--- src/rtl/jsu_pkg.sv ---
// Shared types and constants of the JSON string unescape block.
package jsu_pkg;

    localparam int QUEUE_DEPTH_DEF = 4;

    localparam logic [1:0] KIND_DATA     = 2'd0;
    localparam logic [1:0] KIND_COMPLETE = 2'd1;
    localparam logic [1:0] KIND_ERROR    = 2'd2;

    localparam logic [7:0] CHAR_QUOTE  = 8'h22;
    localparam logic [7:0] CHAR_BSLASH = 8'h5C;
    localparam logic [7:0] CHAR_SLASH  = 8'h2F;
    localparam logic [7:0] CHAR_B      = 8'h62;
    localparam logic [7:0] CHAR_F      = 8'h66;
    localparam logic [7:0] CHAR_N      = 8'h6E;
    localparam logic [7:0] CHAR_R      = 8'h72;
    localparam logic [7:0] CHAR_T      = 8'h74;
    localparam logic [7:0] CHAR_U      = 8'h75;
    localparam logic [7:0] CTRL_LIMIT  = 8'h20;
    localparam logic [7:0] ASCII_LIMIT = 8'h80;

    // One group holds every result word caused by one source byte.
    typedef struct packed {
        logic [1:0]      cnt_m1;
        logic [1:0]      kind;
        logic [3:0][7:0] bytes;
    } grp_t;

endpackage

--- src/rtl/jsu_if.sv ---
// Stream interfaces for source words and result words.
interface jsu_text_if;
    logic       valid;
    logic       ready;
    logic [7:0] in_byte;
    logic       end_of_text;

    modport source (output valid, output in_byte, output end_of_text, input ready);
    modport sink (input valid, input in_byte, input end_of_text, output ready);
endinterface

interface jsu_result_if;
    logic       valid;
    logic       ready;
    logic [7:0] out_byte;
    logic [1:0] kind;
    logic       last;

    modport source (output valid, output out_byte, output kind, output last, input ready);
    modport sink (input valid, input out_byte, input kind, input last, output ready);
endinterface

--- src/rtl/jsu_front.sv ---
// Front end: parses source bytes and produces at most one result group per byte.
module jsu_front (
    input  logic           clk,
    input  logic           rst_n,
    jsu_text_if.sink       text,
    input  logic           full,
    output logic           wr_en,
    output jsu_pkg::grp_t  wr_data
);
    import jsu_pkg::*;

    typedef enum logic [6:0] {
        MODE_IDLE = 7'b0000001,
        MODE_STR  = 7'b0000010,
        MODE_ESC  = 7'b0000100,
        MODE_HEX1 = 7'b0001000,
        MODE_BS2  = 7'b0010000,
        MODE_U2   = 7'b0100000,
        MODE_HEX2 = 7'b1000000
    } mode_t;

    mode_t       mode_reg, mode_next;
    logic [11:0] hex_acc_reg, hex_acc_next;
    logic [1:0]  hex_cnt_reg, hex_cnt_next;
    logic [9:0]  hs_reg, hs_next;
    logic [1:0]  rem_reg, rem_next;
    logic [1:0]  len_reg, len_next;
    logic [3:0]  lead_reg, lead_next;

    logic        accept;
    logic        push;
    logic        fail;
    logic        go_idle;
    logic        second;
    logic        bad_first;
    logic [4:0]  hv;
    logic [15:0] acc16;
    logic [9:0]  ctest;
    logic [7:0]  b;
    grp_t        grp;

    function automatic logic [4:0] hex_value(input logic [7:0] c);
        logic [4:0] r;
        r = '0;
        case (c) inside
            [8'h30:8'h39]: r = {1'b1, c[3:0]};
            [8'h41:8'h46],
            [8'h61:8'h66]: r = {1'b1, c[3:0] + 4'd9};
            default:       r = '0;
        endcase
        return r;
    endfunction

    function automatic grp_t encode_cp(input logic [20:0] cp);
        grp_t g;
        g      = '0;
        g.kind = KIND_DATA;
        if (cp <= 21'h00007F) begin
            g.cnt_m1   = 2'd0;
            g.bytes[0] = cp[7:0];
        end
        else if (cp <= 21'h0007FF) begin
            g.cnt_m1   = 2'd1;
            g.bytes[0] = {3'b110, cp[10:6]};
            g.bytes[1] = {2'b10, cp[5:0]};
        end
        else if (cp <= 21'h00FFFF) begin
            g.cnt_m1   = 2'd2;
            g.bytes[0] = {4'b1110, cp[15:12]};
            g.bytes[1] = {2'b10, cp[11:6]};
            g.bytes[2] = {2'b10, cp[5:0]};
        end
        else begin
            g.cnt_m1   = 2'd3;
            g.bytes[0] = {5'b11110, cp[20:18]};
            g.bytes[1] = {2'b10, cp[17:12]};
            g.bytes[2] = {2'b10, cp[11:6]};
            g.bytes[3] = {2'b10, cp[5:0]};
        end
        return g;
    endfunction

    function automatic grp_t data_byte(input logic [7:0] d);
        grp_t g;
        g          = '0;
        g.kind     = KIND_DATA;
        g.bytes[0] = d;
        return g;
    endfunction

    assign text.ready = !full;
    assign accept     = text.valid && !full;
    assign wr_en      = accept && push;
    assign wr_data    = grp;

    assign b      = text.in_byte;
    assign hv     = hex_value(b);
    assign acc16  = {hex_acc_reg, hv[3:0]};
    assign ctest  = {lead_reg, b[5:0]};
    assign second = (mode_reg == MODE_HEX2);

    always_comb
    begin
        bad_first = 1'b0;
        if (len_reg == 2'd2)
        begin
            bad_first = (ctest < 10'h020) || (ctest >= 10'h360 && ctest <= 10'h37F);
        end
        else if (len_reg == 2'd3)
        begin
            bad_first = (ctest < 10'h010) || (ctest > 10'h10F);
        end
    end

    always_comb
    begin
        mode_next    = mode_reg;
        hex_acc_next = hex_acc_reg;
        hex_cnt_next = hex_cnt_reg;
        hs_next      = hs_reg;
        rem_next     = rem_reg;
        len_next     = len_reg;
        lead_next    = lead_reg;
        push         = 1'b0;
        grp          = '0;
        fail         = 1'b0;
        go_idle      = 1'b0;

        if (text.end_of_text)
        begin
            if (mode_reg != MODE_IDLE)
            begin
                fail = 1'b1;
            end
            go_idle = 1'b1;
        end
        else
        begin
            unique case (mode_reg)
                MODE_IDLE:
                begin
                    if (b == CHAR_QUOTE)
                    begin
                        mode_next = MODE_STR;
                    end
                end
                MODE_STR:
                begin
                    if (rem_reg != 2'd0)
                    begin
                        if (b[7:6] != 2'b10)
                        begin
                            fail = 1'b1;
                        end
                        else if (rem_reg == len_reg && bad_first)
                        begin
                            fail = 1'b1;
                        end
                        else
                        begin
                            push     = 1'b1;
                            grp      = data_byte(b);
                            rem_next = rem_reg - 2'd1;
                        end
                    end
                    else if (b == CHAR_QUOTE)
                    begin
                        push     = 1'b1;
                        grp.kind = KIND_COMPLETE;
                        go_idle  = 1'b1;
                    end
                    else if (b < CTRL_LIMIT)
                    begin
                        fail = 1'b1;
                    end
                    else if (b == CHAR_BSLASH)
                    begin
                        mode_next = MODE_ESC;
                    end
                    else if (b < ASCII_LIMIT)
                    begin
                        push = 1'b1;
                        grp  = data_byte(b);
                    end
                    else if (b >= 8'hC2 && b <= 8'hF4)
                    begin
                        push      = 1'b1;
                        grp       = data_byte(b);
                        lead_next = b[3:0];
                        if (b <= 8'hDF)
                        begin
                            len_next = 2'd1;
                            rem_next = 2'd1;
                        end
                        else if (b <= 8'hEF)
                        begin
                            len_next = 2'd2;
                            rem_next = 2'd2;
                        end
                        else
                        begin
                            len_next = 2'd3;
                            rem_next = 2'd3;
                        end
                    end
                    else
                    begin
                        fail = 1'b1;
                    end
                end
                MODE_ESC:
                begin
                    mode_next = MODE_STR;
                    push      = 1'b1;
                    unique case (b)
                        CHAR_QUOTE:  grp = data_byte(CHAR_QUOTE);
                        CHAR_BSLASH: grp = data_byte(CHAR_BSLASH);
                        CHAR_SLASH:  grp = data_byte(CHAR_SLASH);
                        CHAR_B:      grp = data_byte(8'h08);
                        CHAR_F:      grp = data_byte(8'h0C);
                        CHAR_N:      grp = data_byte(8'h0A);
                        CHAR_R:      grp = data_byte(8'h0D);
                        CHAR_T:      grp = data_byte(8'h09);
                        CHAR_U:
                        begin
                            push         = 1'b0;
                            mode_next    = MODE_HEX1;
                            hex_acc_next = '0;
                            hex_cnt_next = '0;
                        end
                        default:
                        begin
                            push = 1'b0;
                            fail = 1'b1;
                        end
                    endcase
                end
                MODE_HEX1, MODE_HEX2:
                begin
                    if (!hv[4])
                    begin
                        fail = 1'b1;
                    end
                    else if (hex_cnt_reg != 2'd3)
                    begin
                        hex_cnt_next = hex_cnt_reg + 2'd1;
                        hex_acc_next = acc16[11:0];
                        if (!second && hex_cnt_reg == 2'd1 && acc16 >= 16'h00DC
                            && acc16 <= 16'h00DF)
                        begin
                            fail = 1'b1;
                        end
                        else if (second && hex_cnt_reg == 2'd0 && acc16 != 16'h000D)
                        begin
                            fail = 1'b1;
                        end
                        else if (second && hex_cnt_reg == 2'd1 && acc16 < 16'h00DC)
                        begin
                            fail = 1'b1;
                        end
                    end
                    else
                    begin
                        hex_cnt_next = '0;
                        hex_acc_next = '0;
                        if (!second)
                        begin
                            if (acc16 >= 16'hD800 && acc16 <= 16'hDBFF)
                            begin
                                hs_next   = acc16[9:0];
                                mode_next = MODE_BS2;
                            end
                            else if (acc16 >= 16'hDC00 && acc16 <= 16'hDFFF)
                            begin
                                fail = 1'b1;
                            end
                            else
                            begin
                                push      = 1'b1;
                                grp       = encode_cp({5'd0, acc16});
                                mode_next = MODE_STR;
                            end
                        end
                        else
                        begin
                            if (acc16 < 16'hDC00 || acc16 > 16'hDFFF)
                            begin
                                fail = 1'b1;
                            end
                            else
                            begin
                                push      = 1'b1;
                                grp       = encode_cp({{1'b0, hs_reg} + 11'h040, acc16[9:0]});
                                hs_next   = '0;
                                mode_next = MODE_STR;
                            end
                        end
                    end
                end
                MODE_BS2:
                begin
                    if (b == CHAR_BSLASH)
                    begin
                        mode_next = MODE_U2;
                    end
                    else
                    begin
                        fail = 1'b1;
                    end
                end
                MODE_U2:
                begin
                    if (b == CHAR_U)
                    begin
                        mode_next    = MODE_HEX2;
                        hex_acc_next = '0;
                        hex_cnt_next = '0;
                    end
                    else
                    begin
                        fail = 1'b1;
                    end
                end
                default:
                begin
                    go_idle = 1'b1;
                end
            endcase
        end

        if (fail)
        begin
            push     = 1'b1;
            grp      = '0;
            grp.kind = KIND_ERROR;
            go_idle  = 1'b1;
        end
        if (go_idle)
        begin
            mode_next    = MODE_IDLE;
            hex_acc_next = '0;
            hex_cnt_next = '0;
            hs_next      = '0;
            rem_next     = '0;
            len_next     = '0;
            lead_next    = '0;
        end
    end

    always_ff @(posedge clk or negedge rst_n)
    begin
        if (!rst_n)
        begin
            mode_reg    <= MODE_IDLE;
            hex_acc_reg <= '0;
            hex_cnt_reg <= '0;
            hs_reg      <= '0;
            rem_reg     <= '0;
            len_reg     <= '0;
            lead_reg    <= '0;
        end
        else if (accept)
        begin
            mode_reg    <= mode_next;
            hex_acc_reg <= hex_acc_next;
            hex_cnt_reg <= hex_cnt_next;
            hs_reg      <= hs_next;
            rem_reg     <= rem_next;
            len_reg     <= len_next;
            lead_reg    <= lead_next;
        end
    end

endmodule

--- src/rtl/jsu_queue.sv ---
// Short queue of result groups between the parser and the serializer.
module jsu_queue #(
    parameter int DEPTH = jsu_pkg::QUEUE_DEPTH_DEF
) (
    input  logic           clk,
    input  logic           rst_n,
    input  logic           wr_en,
    input  jsu_pkg::grp_t  wr_data,
    output logic           full,
    output logic           deq_valid,
    output jsu_pkg::grp_t  deq_data,
    input  logic           pop
);
    import jsu_pkg::*;

    localparam int PTR_W = $clog2(DEPTH);
    localparam int CNT_W = $clog2(DEPTH + 1);

    grp_t             mem [DEPTH];
    logic [PTR_W-1:0] wr_ptr_reg, rd_ptr_reg;
    logic [CNT_W-1:0] cnt_reg, cnt_next;
    logic             do_pop;

    function automatic logic [PTR_W-1:0] ptr_inc(input logic [PTR_W-1:0] p);
        return (p == PTR_W'(DEPTH - 1)) ? '0 : p + 1'b1;
    endfunction

    assign full      = (cnt_reg == CNT_W'(DEPTH));
    assign deq_valid = (cnt_reg != '0);
    assign deq_data  = mem[rd_ptr_reg];
    assign do_pop    = pop && deq_valid;

    always_comb
    begin
        case ({wr_en, do_pop})
            2'b10:   cnt_next = cnt_reg + 1'b1;
            2'b01:   cnt_next = cnt_reg - 1'b1;
            default: cnt_next = cnt_reg;
        endcase
    end

    always_ff @(posedge clk)
    begin
        if (wr_en)
        begin
            mem[wr_ptr_reg] <= wr_data;
        end
    end

    always_ff @(posedge clk or negedge rst_n)
    begin
        if (!rst_n)
        begin
            wr_ptr_reg <= '0;
            rd_ptr_reg <= '0;
            cnt_reg    <= '0;
        end
        else
        begin
            cnt_reg <= cnt_next;
            if (wr_en)
            begin
                wr_ptr_reg <= ptr_inc(wr_ptr_reg);
            end
            if (do_pop)
            begin
                rd_ptr_reg <= ptr_inc(rd_ptr_reg);
            end
        end
    end

endmodule

--- src/rtl/jsu_back.sv ---
// Back end: sends the words of each queued group, one per cycle while decoded is ready, from an output register.
module jsu_back (
    input  logic           clk,
    input  logic           rst_n,
    input  logic           deq_valid,
    input  jsu_pkg::grp_t  deq_data,
    output logic           pop,
    jsu_result_if.source   decoded
);
    import jsu_pkg::*;

    logic [1:0] idx_reg;
    logic       valid_reg;
    logic [7:0] byte_reg;
    logic [1:0] kind_reg;
    logic       last_reg;
    logic       load;
    logic       final_word;

    assign load       = !valid_reg || decoded.ready;
    assign final_word = (idx_reg == deq_data.cnt_m1);
    assign pop        = load && deq_valid && final_word;

    assign decoded.valid    = valid_reg;
    assign decoded.out_byte = byte_reg;
    assign decoded.kind     = kind_reg;
    assign decoded.last     = last_reg;

    always_ff @(posedge clk or negedge rst_n)
    begin
        if (!rst_n)
        begin
            valid_reg <= 1'b0;
            idx_reg   <= '0;
        end
        else if (load)
        begin
            valid_reg <= deq_valid;
            if (deq_valid)
            begin
                idx_reg <= final_word ? 2'd0 : idx_reg + 2'd1;
            end
        end
    end

    always_ff @(posedge clk)
    begin
        if (load && deq_valid)
        begin
            byte_reg <= deq_data.bytes[idx_reg];
            kind_reg <= deq_data.kind;
            last_reg <= final_word;
        end
    end

endmodule

--- src/rtl/json_string_unescape.sv ---
// Top level of the streaming JSON string unescape block.
//
// The text channel (in_byte, end_of_text) takes one source word per cycle if not full.
// The decoded channel gives result words: out_byte, kind (data, string complete,
// error) and last, which marks the final word caused by one source word.
// A source word is parsed in the cycle it is accepted and its results go into a
// small queue of groups; the first result word of a source word is loaded from
// the queue into the output register and then presented on decoded.
// The serializer sends one word per cycle while decoded is ready, so a \u escape
// that makes four words keeps the output busy as the parser keeps taking
// source words until the queue fills. While decoded is ready, the sustained rate
// is one source word per cycle, set by the single parse step and one-word output.
// When decoded stalls, the output register holds its word, the queue fills and
// then text.ready drops; nothing is lost or repeated.
// Reset returns the parser to waiting for an opening quote and empties the
// queue and the output register.
module json_string_unescape #(
    parameter int QUEUE_DEPTH = jsu_pkg::QUEUE_DEPTH_DEF
) (
    input  logic          clk,
    input  logic          rst_n,
    jsu_text_if.sink      text,
    jsu_result_if.source  decoded
);
    import jsu_pkg::*;

    logic wr_en;
    grp_t wr_data;
    logic full;
    logic deq_valid;
    grp_t deq_data;
    logic pop;

    jsu_front u_front (
        .clk     (clk),
        .rst_n   (rst_n),
        .text    (text),
        .full    (full),
        .wr_en   (wr_en),
        .wr_data (wr_data)
    );

    jsu_queue #(
        .DEPTH (QUEUE_DEPTH)
    ) u_queue (
        .clk       (clk),
        .rst_n     (rst_n),
        .wr_en     (wr_en),
        .wr_data   (wr_data),
        .full      (full),
        .deq_valid (deq_valid),
        .deq_data  (deq_data),
        .pop       (pop)
    );

    jsu_back u_back (
        .clk       (clk),
        .rst_n     (rst_n),
        .deq_valid (deq_valid),
        .deq_data  (deq_data),
        .pop       (pop),
        .decoded   (decoded)
    );

endmodule

--- src/flat_wrapper.sv ---
// flat-port wrapper written by rule: the top's interface ports become plain ports
module json_string_unescape_flat import jsu_pkg::*;
#(
    parameter int QUEUE_DEPTH = jsu_pkg::QUEUE_DEPTH_DEF
)
  (clk, rst_n, text_valid, text_in_byte, text_end_of_text, text_ready, decoded_valid, decoded_out_byte, decoded_kind, decoded_last, decoded_ready);
  jsu_text_if text_i ();
  jsu_result_if decoded_i ();
  input  logic clk;
  input  logic rst_n;
  input wire logic [$bits(text_i.valid)-1:0] text_valid;
  input wire logic [$bits(text_i.in_byte)-1:0] text_in_byte;
  input wire logic [$bits(text_i.end_of_text)-1:0] text_end_of_text;
  output wire logic [$bits(text_i.ready)-1:0] text_ready;
  output wire logic [$bits(decoded_i.valid)-1:0] decoded_valid;
  output wire logic [$bits(decoded_i.out_byte)-1:0] decoded_out_byte;
  output wire logic [$bits(decoded_i.kind)-1:0] decoded_kind;
  output wire logic [$bits(decoded_i.last)-1:0] decoded_last;
  input wire logic [$bits(decoded_i.ready)-1:0] decoded_ready;
  assign text_i.valid = text_valid;
  assign text_i.in_byte = text_in_byte;
  assign text_i.end_of_text = text_end_of_text;
  assign text_ready = text_i.ready;
  assign decoded_valid = decoded_i.valid;
  assign decoded_out_byte = decoded_i.out_byte;
  assign decoded_kind = decoded_i.kind;
  assign decoded_last = decoded_i.last;
  assign decoded_i.ready = decoded_ready;
  json_string_unescape #(.QUEUE_DEPTH(QUEUE_DEPTH)) u_core (.clk(clk), .rst_n(rst_n), .text(text_i), .decoded(decoded_i));
endmodule
--- config.mk ---
export PLATFORM = sky130hd
export DESIGN_NAME = json_string_unescape_flat
export DESIGN_NICKNAME = d
export VERILOG_FILES = /design/src/rtl/jsu_pkg.sv /design/src/rtl/jsu_if.sv /design/src/rtl/jsu_front.sv /design/src/rtl/jsu_queue.sv /design/src/rtl/jsu_back.sv /design/src/rtl/json_string_unescape.sv /design/src/flat_wrapper.sv
export SDC_FILE = /design/constraint.sdc
export NUM_CORES = 1
export LEC_CHECK = 0
export BUFFER_PORTS_ARGS = -buffer_cell sky130_fd_sc_hd__buf_2
export CORE_MARGIN = 5
export CORE_UTILIZATION = 41
export CTS_BUF_LIST = sky130_fd_sc_hd__clkbuf_8
export CTS_CLUSTER_DIAMETER = 120
export DETAILED_ROUTE_END_ITERATION = 12
export PLACE_DENSITY = 0.56
export SLEW_MARGIN = 10
export SYNTH_ARGS = -nofsm -noshare
export SYNTH_HDL_FRONTEND = slang
export SYNTH_HIERARCHICAL = 1
export SYNTH_SLANG_ARGS = --single-unit
--- constraint.sdc ---
create_clock -name clk -period 7.01 [get_ports clk]
set_input_delay 1.402 -clock clk [delete_from_list [all_inputs] [get_ports clk]]
set_output_delay 1.402 -clock clk [all_outputs]
set_load 0.05 [all_outputs]
# Word-level counts from Yosys, hierarchy flattened
# Memories as Yosys holds them, arrays and structs flattened.
# Cells that the tools add are included.
dict set report op_classes {
  addsub 9
  order_cmp 32
  n_eq_ne 56
  mux 156
  reduce_logical 51
}
# cell count
set op_table {}
lappend op_table {{$mux W36} 9}
lappend op_table {{$pmux W36 S3} 1}
lappend op_table {{$mux W7} 15}
lappend op_table {{$mux W8} 11}
lappend op_table {{$mux W10} 8}
lappend op_table {{$mux W12} 5}
lappend op_table {{$mux W2} 29}
lappend op_table {{$eq A8 B7 Y1 const B} 7}
lappend op_table {{$pmux W7 S8} 1}
lappend op_table {{$mux W1} 50}
lappend op_table {{$mux W24} 2}
lappend op_table {{$ne A3 B3 Y1 const B} 15}
lappend op_table {{$pmux W7 S6} 1}
lappend op_table {{$mux W4} 10}
lappend op_table {{$ge A16 B16 Y1 const B} 2}
lappend op_table {{$le A16 B16 Y1 const B} 2}
lappend op_table {{$mux W16} 2}
lappend op_table {{$mux W32} 1}
lappend op_table {{$le A8 B8 Y1 const B} 3}
lappend op_table {{$pmux W12 S2} 1}
lappend op_table {{$mux W22} 1}
lappend op_table {{$le A21 B11 Y1 const B} 1}
lappend op_table {{$le A21 B16 Y1 const B} 1}
lappend op_table {{$le A21 B7 Y1 const B} 1}
lappend op_table {{71 further kinds} 125}
dict set report totals {
  ff_bits 60
  mem_bits_rw 144
  input_bits 13
  elab_cells 320
  mem_count 1
}
# name depth width rd rd_clocked_by_memory_dff wr line_no
set memory_table {}
lappend memory_table {u_core.u_queue.mem 4 36 1 0 1 jsu_queue.sv:19} ;# grp_t mem [DEPTH];

# Logic depth before layout (Yosys ltp)
dict set report depth {
  depth_word 18
  mapped_depth 18
  mapped_depth_nobuf 18
}

# Cells and area by module
# The synthesis kept the hierarchy.
# mod instances cells_per_inst area_each_um2
set modules_own_cells {}
lappend modules_own_cells {jsu_queue 1 228 5637.9}
lappend modules_own_cells {jsu_front 1 552 4083.9}
lappend modules_own_cells {jsu_back 1 39 699.4}

# Least setup slack after synthesis
# No wires, ideal clock.
dict set report synth_path {
  path_type {input port to flip-flop}
  start {input text_in_byte[0]}
  end {memory u_core/u_queue/mem[0][0] (netlist name), enable pin}
  setup_time_ps 397
  t_arrival_ps 4826
  setup_slack_ps 1787
  path_stages 12
  path_buffers 1
  cell_sequence {inv_1 -> ha_1 -> nor3b_1 -> o211ai_1 -> a211oi_1 -> nand4_1 -> mux2i_1 -> nand3_4 -> clkbuf_1 -> a21boi_0 -> o21a_1 -> and2_1}
}
dict set report synth_via {
  elab_chain_cells 18
  elab_cells_between_ends 100
  classes_between {1 x add/sub; 24 x order compare; 10 x eq/ne; 46 x mux; 19 x reduce/logical}
}
# element line_no
set synth_lines {}
lappend synth_lines {{start: declaration} flat_wrapper.sv:12} ;# input wire logic [$bits(text_i.in_byte)-1:0] text_in_byte;
lappend synth_lines {{$ge A8 B7 Y1 (implied by the code) or $le A8 B7 Y1 (tied branches)} jsu_front.sv:97} ;# assign hv = hex_value(b);
lappend synth_lines {{$logic_and A1 B1 Y1 (implied by the code)} jsu_front.sv:97}
lappend synth_lines {{$reduce_or A2 Y1} jsu_front.sv:45} ;# case (c) inside
lappend synth_lines {{$mux W5 (2 in series)} jsu_front.sv:45}
lappend synth_lines {{$ge A16 B16 Y1, or another cell as far along} jsu_front.sv:273} ;# else if (acc16 >= 16'hDC00 && acc16 <= 16'hDFFF)
lappend synth_lines {{$logic_and A1 B1 Y1 (on tied branches)} {jsu_front.sv:273, jsu_front.sv:257}}
lappend synth_lines {{$mux W1 (on tied branches)} {jsu_front.sv:273, jsu_front.sv:257}}
lappend synth_lines {{$mux W1 (on tied branches)} {jsu_front.sv:268, jsu_front.sv:253}}
lappend synth_lines {{[... 3 more ...]} -}
lappend synth_lines {{$pmux W1 S5 (*)} jsu_front.sv:139} ;# unique case (mode_reg)
lappend synth_lines {{$mux W1 (*)} jsu_front.sv:129} ;# if (text.end_of_text)
lappend synth_lines {{net u_core.u_front.fail} jsu_front.sv:32} ;# logic fail;
lappend synth_lines {{$mux W1 (*)} jsu_front.sv:331} ;# if (fail)
lappend synth_lines {{$logic_and A1 B1 Y1 (*)} jsu_front.sv:93} ;# assign wr_en = accept && push;
lappend synth_lines {{net u_core.wr_en} json_string_unescape.sv:27} ;# logic wr_en;
lappend synth_lines {{$mux W1 (*)} jsu_queue.sv:44} ;# if (wr_en)
lappend synth_lines {{$mux W1 (implied by the code) (*)} jsu_queue.sv:46} ;# mem[wr_ptr_reg] <= wr_data;
lappend synth_lines {{end: declaration} jsu_queue.sv:19}
# Mark *: on every way through the listed nets, which the timed path passes. The rest lies on a longest branch.

# Worst setup path after layout
dict set report layout_path {
  start {input text_in_byte[0]}
  end {memory u_core/u_queue/mem[0][14] (netlist name), enable pin}
}
dict set report layout_via {
  elab_chain_cells 18
  elab_cells_between_ends 100
  classes_between {1 x add/sub; 24 x order compare; 10 x eq/ne; 46 x mux; 19 x reduce/logical}
}
# element line_no
set layout_lines {}
lappend layout_lines {{$ge A8 B7 Y1 (implied by the code) or $le A8 B7 Y1 (tied branches)} jsu_front.sv:97}
lappend layout_lines {{$logic_and A1 B1 Y1 (implied by the code)} jsu_front.sv:97}
lappend layout_lines {{$reduce_or A2 Y1} jsu_front.sv:45}
lappend layout_lines {{$mux W5 (2 in series)} jsu_front.sv:45}
lappend layout_lines {{$ge A16 B16 Y1, or another cell as far along} jsu_front.sv:273}
lappend layout_lines {{$logic_and A1 B1 Y1 (on tied branches)} {jsu_front.sv:273, jsu_front.sv:257}}
lappend layout_lines {{$mux W1 (on tied branches)} {jsu_front.sv:273, jsu_front.sv:257}}
lappend layout_lines {{$mux W1 (on tied branches)} {jsu_front.sv:268, jsu_front.sv:253}}
lappend layout_lines {{[... 2 more ...]} -}
lappend layout_lines {{$mux W1} jsu_front.sv:240} ;# if (!hv[4])
lappend layout_lines {{$pmux W1 S5 or $pmux W1 S3 (tied branches)} jsu_front.sv:139}
lappend layout_lines {{$mux W1} jsu_front.sv:129}
lappend layout_lines {{$mux W1 (*)} jsu_front.sv:331}
lappend layout_lines {{$logic_and A1 B1 Y1 (*)} jsu_front.sv:93}
lappend layout_lines {{net u_core.wr_en} json_string_unescape.sv:27}
lappend layout_lines {{$mux W1 (*)} jsu_queue.sv:44}
lappend layout_lines {{$mux W1 (implied by the code) (*)} jsu_queue.sv:46}
# Marked as above.

==> impl_metrics.env <==
export IMPL_grt_remaining_overflow=0
export IMPL_path_max_fanout=36
export IMPL_place_ws_ns=0.949
export IMPL_timing_rr_start="u_core/u_front/hex_acc_reg[9]"
export IMPL_cts_sinks=204
export IMPL_dpl_instance_area_um2=10800
export IMPL_areaGrowthSynthToFinish_pct=10.7
export IMPL_tns_ns=0
export IMPL_drc=0
export IMPL_yosysSeqAreaShare_pct=56.4
export IMPL_yosysMostFrequentCell="edfxtp_1"
export IMPL_setup_viol=0
export IMPL_vdd_drop_max_mv=0.227
export IMPL_cts_tree="built"
export IMPL_synth_top_area_share_pct=44.7
export IMPL_p_sw_w=0.00126
export IMPL_cts_resized=0
export IMPL_cts_buffers_inserted=37
export IMPL_largest_register_ffs=144
export IMPL_die_w_um=169
export IMPL_die_y_um=169
export IMPL_wl_mm=26.9
export IMPL_clock_power_share_pct=29.4
export IMPL_cts_hold_buffers=0
export IMPL_rsz0062_at_grt="no"
export IMPL_num_antenna_cells=0
export IMPL_synth_area_top_cells="edfxtp_1 (45%), dfrtp_1 (12%), mux4_2 (9.3%)"
export IMPL_slew_viol_final=0
export IMPL_viasPerCell=5.97
export IMPL_p_int_w=0.00253
export IMPL_htree_levels=2
export IMPL_drive_gt1_share_pct=19.2
export IMPL_leakage_nw=4.16
export IMPL_grt_max_degree=50
export IMPL_min_path_type="reg2reg"
export IMPL_swShare_pct=33.3
export IMPL_finalInstanceArea_um2=11500
export IMPL_max_freq_mhz=179
export IMPL_antenna_found_initial=0
export IMPL_critPathCaptureType="register"
export IMPL_firstDrtPassIters=5
export IMPL_async_reset_ff_share_pct=24.0
export IMPL_io_buffers=25
export IMPL_postSynthCellCount=819
export IMPL_multi_input_area_um2=4180
export IMPL_finalHoldViolations=0
export IMPL_holdWs_ns=0.502
export IMPL_status="complete, no violations"
export IMPL_wl_per_cell_um=22.4
export IMPL_fin_nets=873
export IMPL_gp_congestion=0.985
export IMPL_clock_skew_ns=0.0231
export IMPL_p_comb_share_pct=28.0
export IMPL_synth_top_area_cell="edfxtp_1"
export IMPL_min_from="u_core/u_queue/cnt_reg[2]"
export IMPL_register_area_um2=5880
export IMPL_worst_pin_slew_ns=1.16
export IMPL_nFillCells=2303
export IMPL_synth_seq_cells=204
export IMPL_crit_path_start_kind="input pin"
export IMPL_start_util_pct=41.5
export IMPL_p_total_w=0.00379
export IMPL_syn_area_um2=10400
export IMPL_period_needed_ns=5.57
export IMPL_synth_common_cells="edfxtp_1 (155), nand2_1 (72), nor2_1 (49)"
export IMPL_power_per_cell_area_nw_per_um2=329
export IMPL_clk_latency_ns=0.53
export IMPL_worst_ep_arrival_time_ns=5.71
export IMPL_grtUsageTotal_pct=19.0
export IMPL_rows=58
export IMPL_grt_pass1_wl_mm=42.5
export IMPL_relSlewSlack_pct=22.7
export IMPL_critPathLaunch="text_in_byte[0]"
export IMPL_coreArea_um2=25100
export IMPL_cts_root_buf="clkbuf_8"
export IMPL_setup_slack_ns=1.44
export IMPL_detail_route_antenna_nets=0
export IMPL_clk_path_buf_depth=3
export IMPL_period_share_pct=79.5
export IMPL_worstPathRequired_ns=7.14
export IMPL_synth_warnings=6
export IMPL_grt_pass1_vias=7251
export IMPL_syn_mean_instance_area_um2=12.7
export IMPL_synth_edff_count=155
export IMPL_drtIter0Drc=583
export IMPL_via_count=7176
export IMPL_drv_cap=0
export IMPL_cts_clk_slew_worst_paths_ns=0.06
export IMPL_synth_ff_type="edfxtp_1"
export IMPL_io_pins=26
export IMPL_synth_cell_types=83
export IMPL_dpl_hpwl_mm=18.7
export IMPL_die_area_um2=28700
export IMPL_post_cts_buffers=0
export IMPL_path_class="in2reg"
export IMPL_p_seq_share_pct=42.6
## routing by layer
metal | vias to the layer above | share of wire, % | GRT usage [%]
li1 | 3245 | - | -
met4 | 0 | 2.6 | 6.30
met3 | 65 | 6.3 | 3.89
met2 | 284 | 48 | 31.1
met5 | - | 0 | 0
met1 | 3582 | 43 | 25.7
## per-stage QoR
stage / utilization (%) / instances
6_report: 45.9 / 1202
5_1_grt: 45.9 / 1202
4_1_cts: 45.9 / 1202
3_5_place_dp: 42.9 / 1134
3_3_place_gp: 42.9 / 1134
2_1_floorplan: - / 821
## cells by family (layout without fill, tap and decap cells)
group	after synthesis	count (layout)	synth area share, %
DFF	204	204	56.4
muxes	54	54	10.5
other	1	3	0.0360
buffers and inverters	79	130	3.59
and+or+nand+nor	274	274	14.0
adders and majority gates	17	17	2.11
AOI/OAI and AO/OA	180	180	12.5
xor gates and xnor gates	10	10	0.840
## final cells by class
type | instances | share of cell area [%]
clock buffers | 42 | 5.01
clock inverters | 26 | 1.52
inverters | 27 | 0.879
multi-input cells | 538 | 36.3
flip-flops and latches | 204 | 51.0
well taps | 330 | 3.58
repair buffers | 35 | 1.74
## power by group through the flow
stage | clock, W | sequential (W) | combinational, W
final | 0.00111 | 0.00162 | 0.00106
after global routing | 0.00122 | 0.00164 | 0.00115
after CTS | 0.00116 | 0.00163 | 0.00107
after detailed placement | 0 | 0.00165 | 0.00107
after global placement | 0 | 0.00164 | 0.00106
after floorplan | 0 | 0.00165 | 0.000813
## layout by cell type, fill, tap and decap left out, drive strengths merged, types with 6 or more instances in the layout
cell type and n:
a211oi 11, a21oi 37, a22o 6, a22oi 6
a31oi 8, and2 15, and3 9, buf 35
clkbuf 42, dfrtp 48, edfxtp 155, ha 16
inv 44, mux2i 7, mux4 44, nand2 72
nand2b 15, nand3 21, nand4 9, nor2 49
nor2b 8, nor3 21, nor4 7, o211ai 8
o21ai 37, o2bb2ai 6, o31ai 25, or2 8
or3 10, xor2 7
## final timing paths
path                       depth (start not counted)  slack, ns                            to
setup / recovery                                  12       1.44     u_core/u_queue/mem[0][14]
hold / removal                                     1       0.50     u_core/u_queue/cnt_reg[2]
setup reg to reg                                   9       2.55     u_core/u_queue/mem[0][14]
hold reg to reg                                    1       0.50     u_core/u_queue/cnt_reg[2]
max in group asynchronous                          2       5.52  u_core/u_queue/rd_ptr_reg[0]
min in group asynchronous                          2       0.99    u_core/u_front/mode_reg[3]
## critical path, stage by stage
cell and delay (ns):
buf_2 0.17, inv_1 0.13, ha_1 0.23, nor3b_1 0.48, o211ai_1 0.24, a211oi_1 0.66
nand4_1 0.23, mux2i_1 0.20, nand3_4 0.24, a21boi_0 0.50, o21a_1 0.34, and2_2 0.84
Note: power is estimated with default switching activity, not from simulation.
